--- src/rtl/slkr_pkg.sv ---
// ----------------------------------------------------------------------------
// slkr_pkg
// Types and codes shared by the keyed list modules.
// ----------------------------------------------------------------------------
package slkr_pkg;

  localparam int KeyW      = 64;
  localparam int DeadlineW = 16;
  localparam int CountOutW = 7;

  typedef enum logic {
    REQ_APPEND = 1'b0,
    REQ_REMOVE = 1'b1
  } req_e;

  typedef enum logic [1:0] {
    ST_APPENDED  = 2'd0,
    ST_FULL      = 2'd1,
    ST_REMOVED   = 2'd2,
    ST_NOT_FOUND = 2'd3
  } status_e;

  typedef struct packed {
    logic                 req_type;
    logic [KeyW-1:0]      key;
    logic [DeadlineW-1:0] deadline;
  } req_t;

  typedef struct packed {
    logic [1:0]           status;
    logic [CountOutW-1:0] count;
  } rsp_t;

  typedef enum logic [2:0] {
    S_IDLE,
    S_DISPATCH,
    S_SCAN_RD,
    S_SCAN_CMP,
    S_SHIFT_RD,
    S_SHIFT_WR,
    S_RESP
  } state_e;

  // controller -> datapath
  typedef struct packed {
    logic    load_req;
    logic    idx_clr;
    logic    idx_inc;
    logic    rd_en;
    logic    rd_next;   // read idx+1 instead of idx
    logic    wr_tail;   // append write at count
    logic    wr_shift;  // move read entry down to idx
    logic    cnt_inc;
    logic    cnt_dec;
    logic    st_set;
    status_e st_val;
  } ctrl_cmd_t;

  // datapath -> controller
  typedef struct packed {
    logic is_remove;
    logic full;
    logic empty;
    logic key_hit;
    logic next_in_list;  // idx+1 < count
  } ctrl_sts_t;

endpackage

--- src/rtl/slkr_ctrl.sv ---
// ----------------------------------------------------------------------------
// slkr_ctrl
// Request sequencer: append, head-first scan, shift-down and response.
// ----------------------------------------------------------------------------
module slkr_ctrl
  import slkr_pkg::*;
(
  input  logic      clk_i,
  input  logic      rst_ni,
  input  logic      in_valid_i,
  output logic      in_ready_o,
  output logic      out_valid_o,
  input  logic      out_ready_i,
  input  ctrl_sts_t sts_i,
  output ctrl_cmd_t cmd_o
);

  state_e state_q, state_d;

  always_ff @(posedge clk_i or negedge rst_ni) begin
    if (!rst_ni) begin
      state_q <= S_IDLE;
    end else begin
      state_q <= state_d;
    end
  end

  always_comb begin
    state_d     = state_q;
    cmd_o       = '0;
    in_ready_o  = 1'b0;
    out_valid_o = 1'b0;
    unique case (state_q)
      S_IDLE: begin
        in_ready_o = 1'b1;
        if (in_valid_i) begin
          cmd_o.load_req = 1'b1;
          state_d        = S_DISPATCH;
        end
      end
      S_DISPATCH: begin
        cmd_o.idx_clr = 1'b1;
        cmd_o.st_set  = 1'b1;
        if (!sts_i.is_remove) begin
          if (sts_i.full) begin
            cmd_o.st_val = ST_FULL;
          end else begin
            cmd_o.st_val  = ST_APPENDED;
            cmd_o.wr_tail = 1'b1;
            cmd_o.cnt_inc = 1'b1;
          end
          state_d = S_RESP;
        end else if (sts_i.empty) begin
          cmd_o.st_val = ST_NOT_FOUND;
          state_d      = S_RESP;
        end else begin
          cmd_o.st_set = 1'b0;
          state_d      = S_SCAN_RD;
        end
      end
      S_SCAN_RD: begin
        cmd_o.rd_en = 1'b1;
        state_d     = S_SCAN_CMP;
      end
      S_SCAN_CMP: begin
        if (sts_i.key_hit) begin
          state_d = S_SHIFT_RD;
        end else if (sts_i.next_in_list) begin
          cmd_o.idx_inc = 1'b1;
          state_d       = S_SCAN_RD;
        end else begin
          cmd_o.st_set = 1'b1;
          cmd_o.st_val = ST_NOT_FOUND;
          state_d      = S_RESP;
        end
      end
      S_SHIFT_RD: begin
        if (sts_i.next_in_list) begin
          cmd_o.rd_en   = 1'b1;
          cmd_o.rd_next = 1'b1;
          state_d       = S_SHIFT_WR;
        end else begin
          cmd_o.cnt_dec = 1'b1;
          cmd_o.st_set  = 1'b1;
          cmd_o.st_val  = ST_REMOVED;
          state_d       = S_RESP;
        end
      end
      S_SHIFT_WR: begin
        cmd_o.wr_shift = 1'b1;
        cmd_o.idx_inc  = 1'b1;
        state_d        = S_SHIFT_RD;
      end
      S_RESP: begin
        out_valid_o = 1'b1;
        if (out_ready_i) begin
          state_d = S_IDLE;
        end
      end
      default: begin
        state_d = S_IDLE;
      end
    endcase
  end

endmodule

--- config.mk ---
export PLATFORM = sky130hd
export DESIGN_NAME = slkr_ctrl
export DESIGN_NICKNAME = d
export VERILOG_FILES = /design/src/rtl/slkr_pkg.sv /design/src/rtl/slkr_ctrl.sv
export SDC_FILE = /design/constraint.sdc
export NUM_CORES = 1
export LEC_CHECK = 0
export BUFFER_PORTS_ARGS = -buffer_cell sky130_fd_sc_hd__buf_2
export CORE_AREA = 2 2 39 41
export CTS_CLUSTER_DIAMETER = 200
export CTS_CLUSTER_SIZE = 28
export DETAILED_ROUTE_END_ITERATION = 7
export DIE_AREA = 0 0 41 43
export SLEW_MARGIN = 20
export SYNTH_ARGS = -nofsm -noshare
export SYNTH_HDL_FRONTEND = slang
export SYNTH_SLANG_ARGS = --single-unit
export TNS_END_PERCENT = 100
--- constraint.sdc ---
create_clock -name clk_i -period 1.9 [get_ports clk_i]
set_input_delay 0.57 -clock clk_i [delete_from_list [all_inputs] [get_ports clk_i]]
set_output_delay 0.57 -clock clk_i [all_outputs]
set_load 0.05 [all_outputs]
==> results.txt <==
----------------------------------------------------
[Clocking]
  Number of clock sinks seen by CTS ... 3
  # hold bufs at CTS ... 0
  Clock buffers created by TritonCTS ... 3
  Htree depth ... 1
  Clock slew at reported path FFs ... 0.04 ns
  Max clock buf depth ... 2
  Clock root cell ... sky130_fd_sc_hd__clkbuf_4
  Clock tree from TritonCTS ... yes
  Worst skew pair latency ... approximately 0.23 ns

[STA]
  Maximum clock skew at final layout ... around 0.0010 ns
  Rel. slew slack ... 0.841
  FMAX ... 0.492 GHz
  Final clock period utilization by the worst path ... 1.07
  Slack of the critical path ... -0.131 ns
  Setup TNS Final ... -0.515 ns
  Actual slew at the worst max-slew pin ... around 0.24 ns
  Setup repair after global routing missed its margin ... yes
  Count of final hold-check violations ... 0
  Post-layout minimum cycle time ... around 2.0 ns
  Number of max-slew violations in the final report ... 0
  Hold Worst Slack ... 0.124 ns
  # setup viols final ... 9

[Setup path]
  CP startpoint ... state_q[2]
  Max stage delay on crit path ... 0.45 ns
  CP Data Required Time ... 1.33 ns
  Reg-to-reg critical path startpoint ... state_q[1]
  Worst Setup Path Type ... reg2out
  Critical path capture point type ... output port
  Critical path startpoint category ... flip-flop
  Cell repeated most along the worst path ... sky130_fd_sc_hd__buf_6
  CP Max Fanout ... 5
  Worst Path Arrival ... 1.46 ns
  Cell with the largest stage delay on the worst path ... sky130_fd_sc_hd__dfrtp_2
  Worst Reg2Reg Path Length in Cells ... 5
  Slack of the worst reg-to-reg path ... 0.45 ns
  Critical path cell sequence ... buf_6 -> nor3b_4 -> o21ai_2 -> o22ai_4 -> buf_6

[Pwr]
  Net switching power ... 819 uW
  Share of power burned in combinational logic ... 0.822
  Power after layout ... 1.57 mW
  Fraction of power consumed by sequential logic ... 0.105
  Internal ... 747 uW
  Leakage power summed over all cells ... 0.362 nW
  VDD IR max ... 909 uV
  Switching Share ... 0.523
  P per Cell Area ... 1930 mW/mm2
  Clk pwr share ... 0.073

[Detailed routing]
  Routed Wire Length ... 1.35 mm
  Iteration-0 DRC count of the detailed router ... 10
  Number of DRC violations after detailed routing ... 0
  Average via count per standard cell ... 5.04
  Routed vias ... 514
  TritonRoute pass-1 iters ... 4
  Antenna-violating nets left ... 0
  Wire length per cell ... 13.2 um

[Cells and area]
  Max reg flops ... 3
  Antenna diodes ... 0
  Reg with most FFs ... state_q
  Layout Area Growth over Synthesis ... 104%
  Fraction of layout cells with a size suffix above 1 ... 0.767
  Net count of the finished layout ... 96
  Core Util, Final ... 0.586
  Largest registers ... state_q: 3 flops

[Placement]
  Final RePlAce weighted congestion ... about 0.76
  Input/output buffers ... 22
  Half-perimeter wire length of the detailed placement result ... around 840 um

[Synth]
  Synthesized cell area ... 398 um2
  Syn Inst Count ... 51
  Cell variety after synth ... 27
  Net Count, Synth ... 60
  Number of synthesized register bits ... 3
  Share of synthesized area occupied by flip-flops and latches ... 0.189
  Synth warn ... 0
  Synth top area share ... 0.189
  Synth area leader ... sky130_fd_sc_hd__dfrtp_1
  Synth top area cells ... sky130_fd_sc_hd__dfrtp_1, sky130_fd_sc_hd__nand2b_1, sky130_fd_sc_hd__and2_1
  Mapped Avg Cell Area ... 7.80 um2

[Floorplan]
  Vertical die dimension ... 43 um
  Die Footprint ... 0.00176 mm2
  Cell Rows ... 14
  Initial standard-cell utilization of the core ... 0.288
  Floorplan core area ... 0.00138 mm2
  Die Width ... 41 um
  Top-Level Pins ... 23

[Run]
  Max-Cap Viols ... 0

[Global route]
  Initial antenna violation count ... 0
  Global router's overall resource usage ... 0.163
  Maximum number of pins on one net before global-route repair ... 13
  Final global-route overflow total ... 0
  Via count of the first global-routing pass ... ~450
  Global-route wire length before repair ... 1.95 mm

[Run status]
  Run status ... complete, but fails checks
  Violations in the final reports ... negative setup slack

[Min path]
  Hold WC Path Type ... in2async

----------------------------------------------------
-- critical path: cells and delay by family (launching register included) --
kind            cells  cell delay (ns)
compound gates      2             0.24
buf+inv             2             0.32
flops               1             0.45
simple gates        1             0.22
-- stage by stage --
step / instance area (um2) / worst slack [ns] / std cells
6_report: 811 / -0.131 / 102
3_3_place_gp: 593 / -0.0636 / 92
3_5_place_dp: 593 / -0.0862 / 92
2_1_floorplan: 457 / -0.273 / 51
5_1_grt: 811 / -0.165 / 102
4_1_cts: 717 / -0.110 / 98
-- kinds of logic (layout without fill, tap and decap cells) --
group           Yosys count  count (layout)  synth area share
buf+inv                   7              42             0.129
simple gates             26              26             0.409
flops                     3               3             0.189
compound gates           15              15             0.274
-- metal layers --
layer	track usage	vias to the layer above	part of all wire
met5	0	-	0
met4	0.107	0	0.035
met3	0.0209	6	0.075
met1	0.205	231	0.36
met2	0.247	28	0.53
li1	-	249	-
-- layout by cell type, fill, tap and decap left out, drive strengths merged, types with 3 or more instances in the layout --
master,n
nor2,6
clkbuf,4
o21ai,3
buf,37
a31oi,3
dfrtp,3
a21oi,4
nand2b,5
and2,4
-- path summary, 6_finish.rpt --
path	end
hold reg to reg	state_q[0]
hold / removal	state_q[0]
setup / recovery	cmd_o[0]
min in group clk_i	state_q[1]
max in group asynchronous	state_q[2]
setup reg to reg	state_q[2]
-- power by group through the flow --
stage | logic, mW | registers [mW] | clock network (mW)
6_report | 1.29 | 0.164 | 0.114
5_1_grt | 1.36 | 0.169 | 0.124
4_1_cts | 1.09 | 0.181 | 0.115
3_5_place_dp | 0.947 | 0.170 | 0
3_3_place_gp | 0.942 | 0.171 | 0
2_1_floorplan | 0.826 | 0.134 | 0
-- repair_timing --
action	4_1_cts	5_1_grt
buffers inserted	2	4
resized for setup	27	22
pin swaps	1	2
endpoints found under the setup margin	14	14
-- final cells by class --
type / count / area (um2)
fillers: 125 / 573
multi-input cells: 41 / 355
repair buffers: 37 / 327
flip-flops and latches: 3 / 78.8
clock buffers: 4 / 26.3
well taps: 16 / 20.0
inverters: 1 / 3.75
-- synth_stat cells, drive strengths merged --
library cell  number
a21oi              4
a22o               1
a31oi              3
a32oi              1
and2               4
and3b              1
buf                6
dfrtp              3
inv                1
nand2              2
nand2b             5
nand3              1
nor2               6
nor2b              2
nor3               1
nor3b              2
o21ai              3
o21bai             1
o22ai              2
or3b               1
or4                1
No activity file was read; power rests on OpenSTA's default activity.
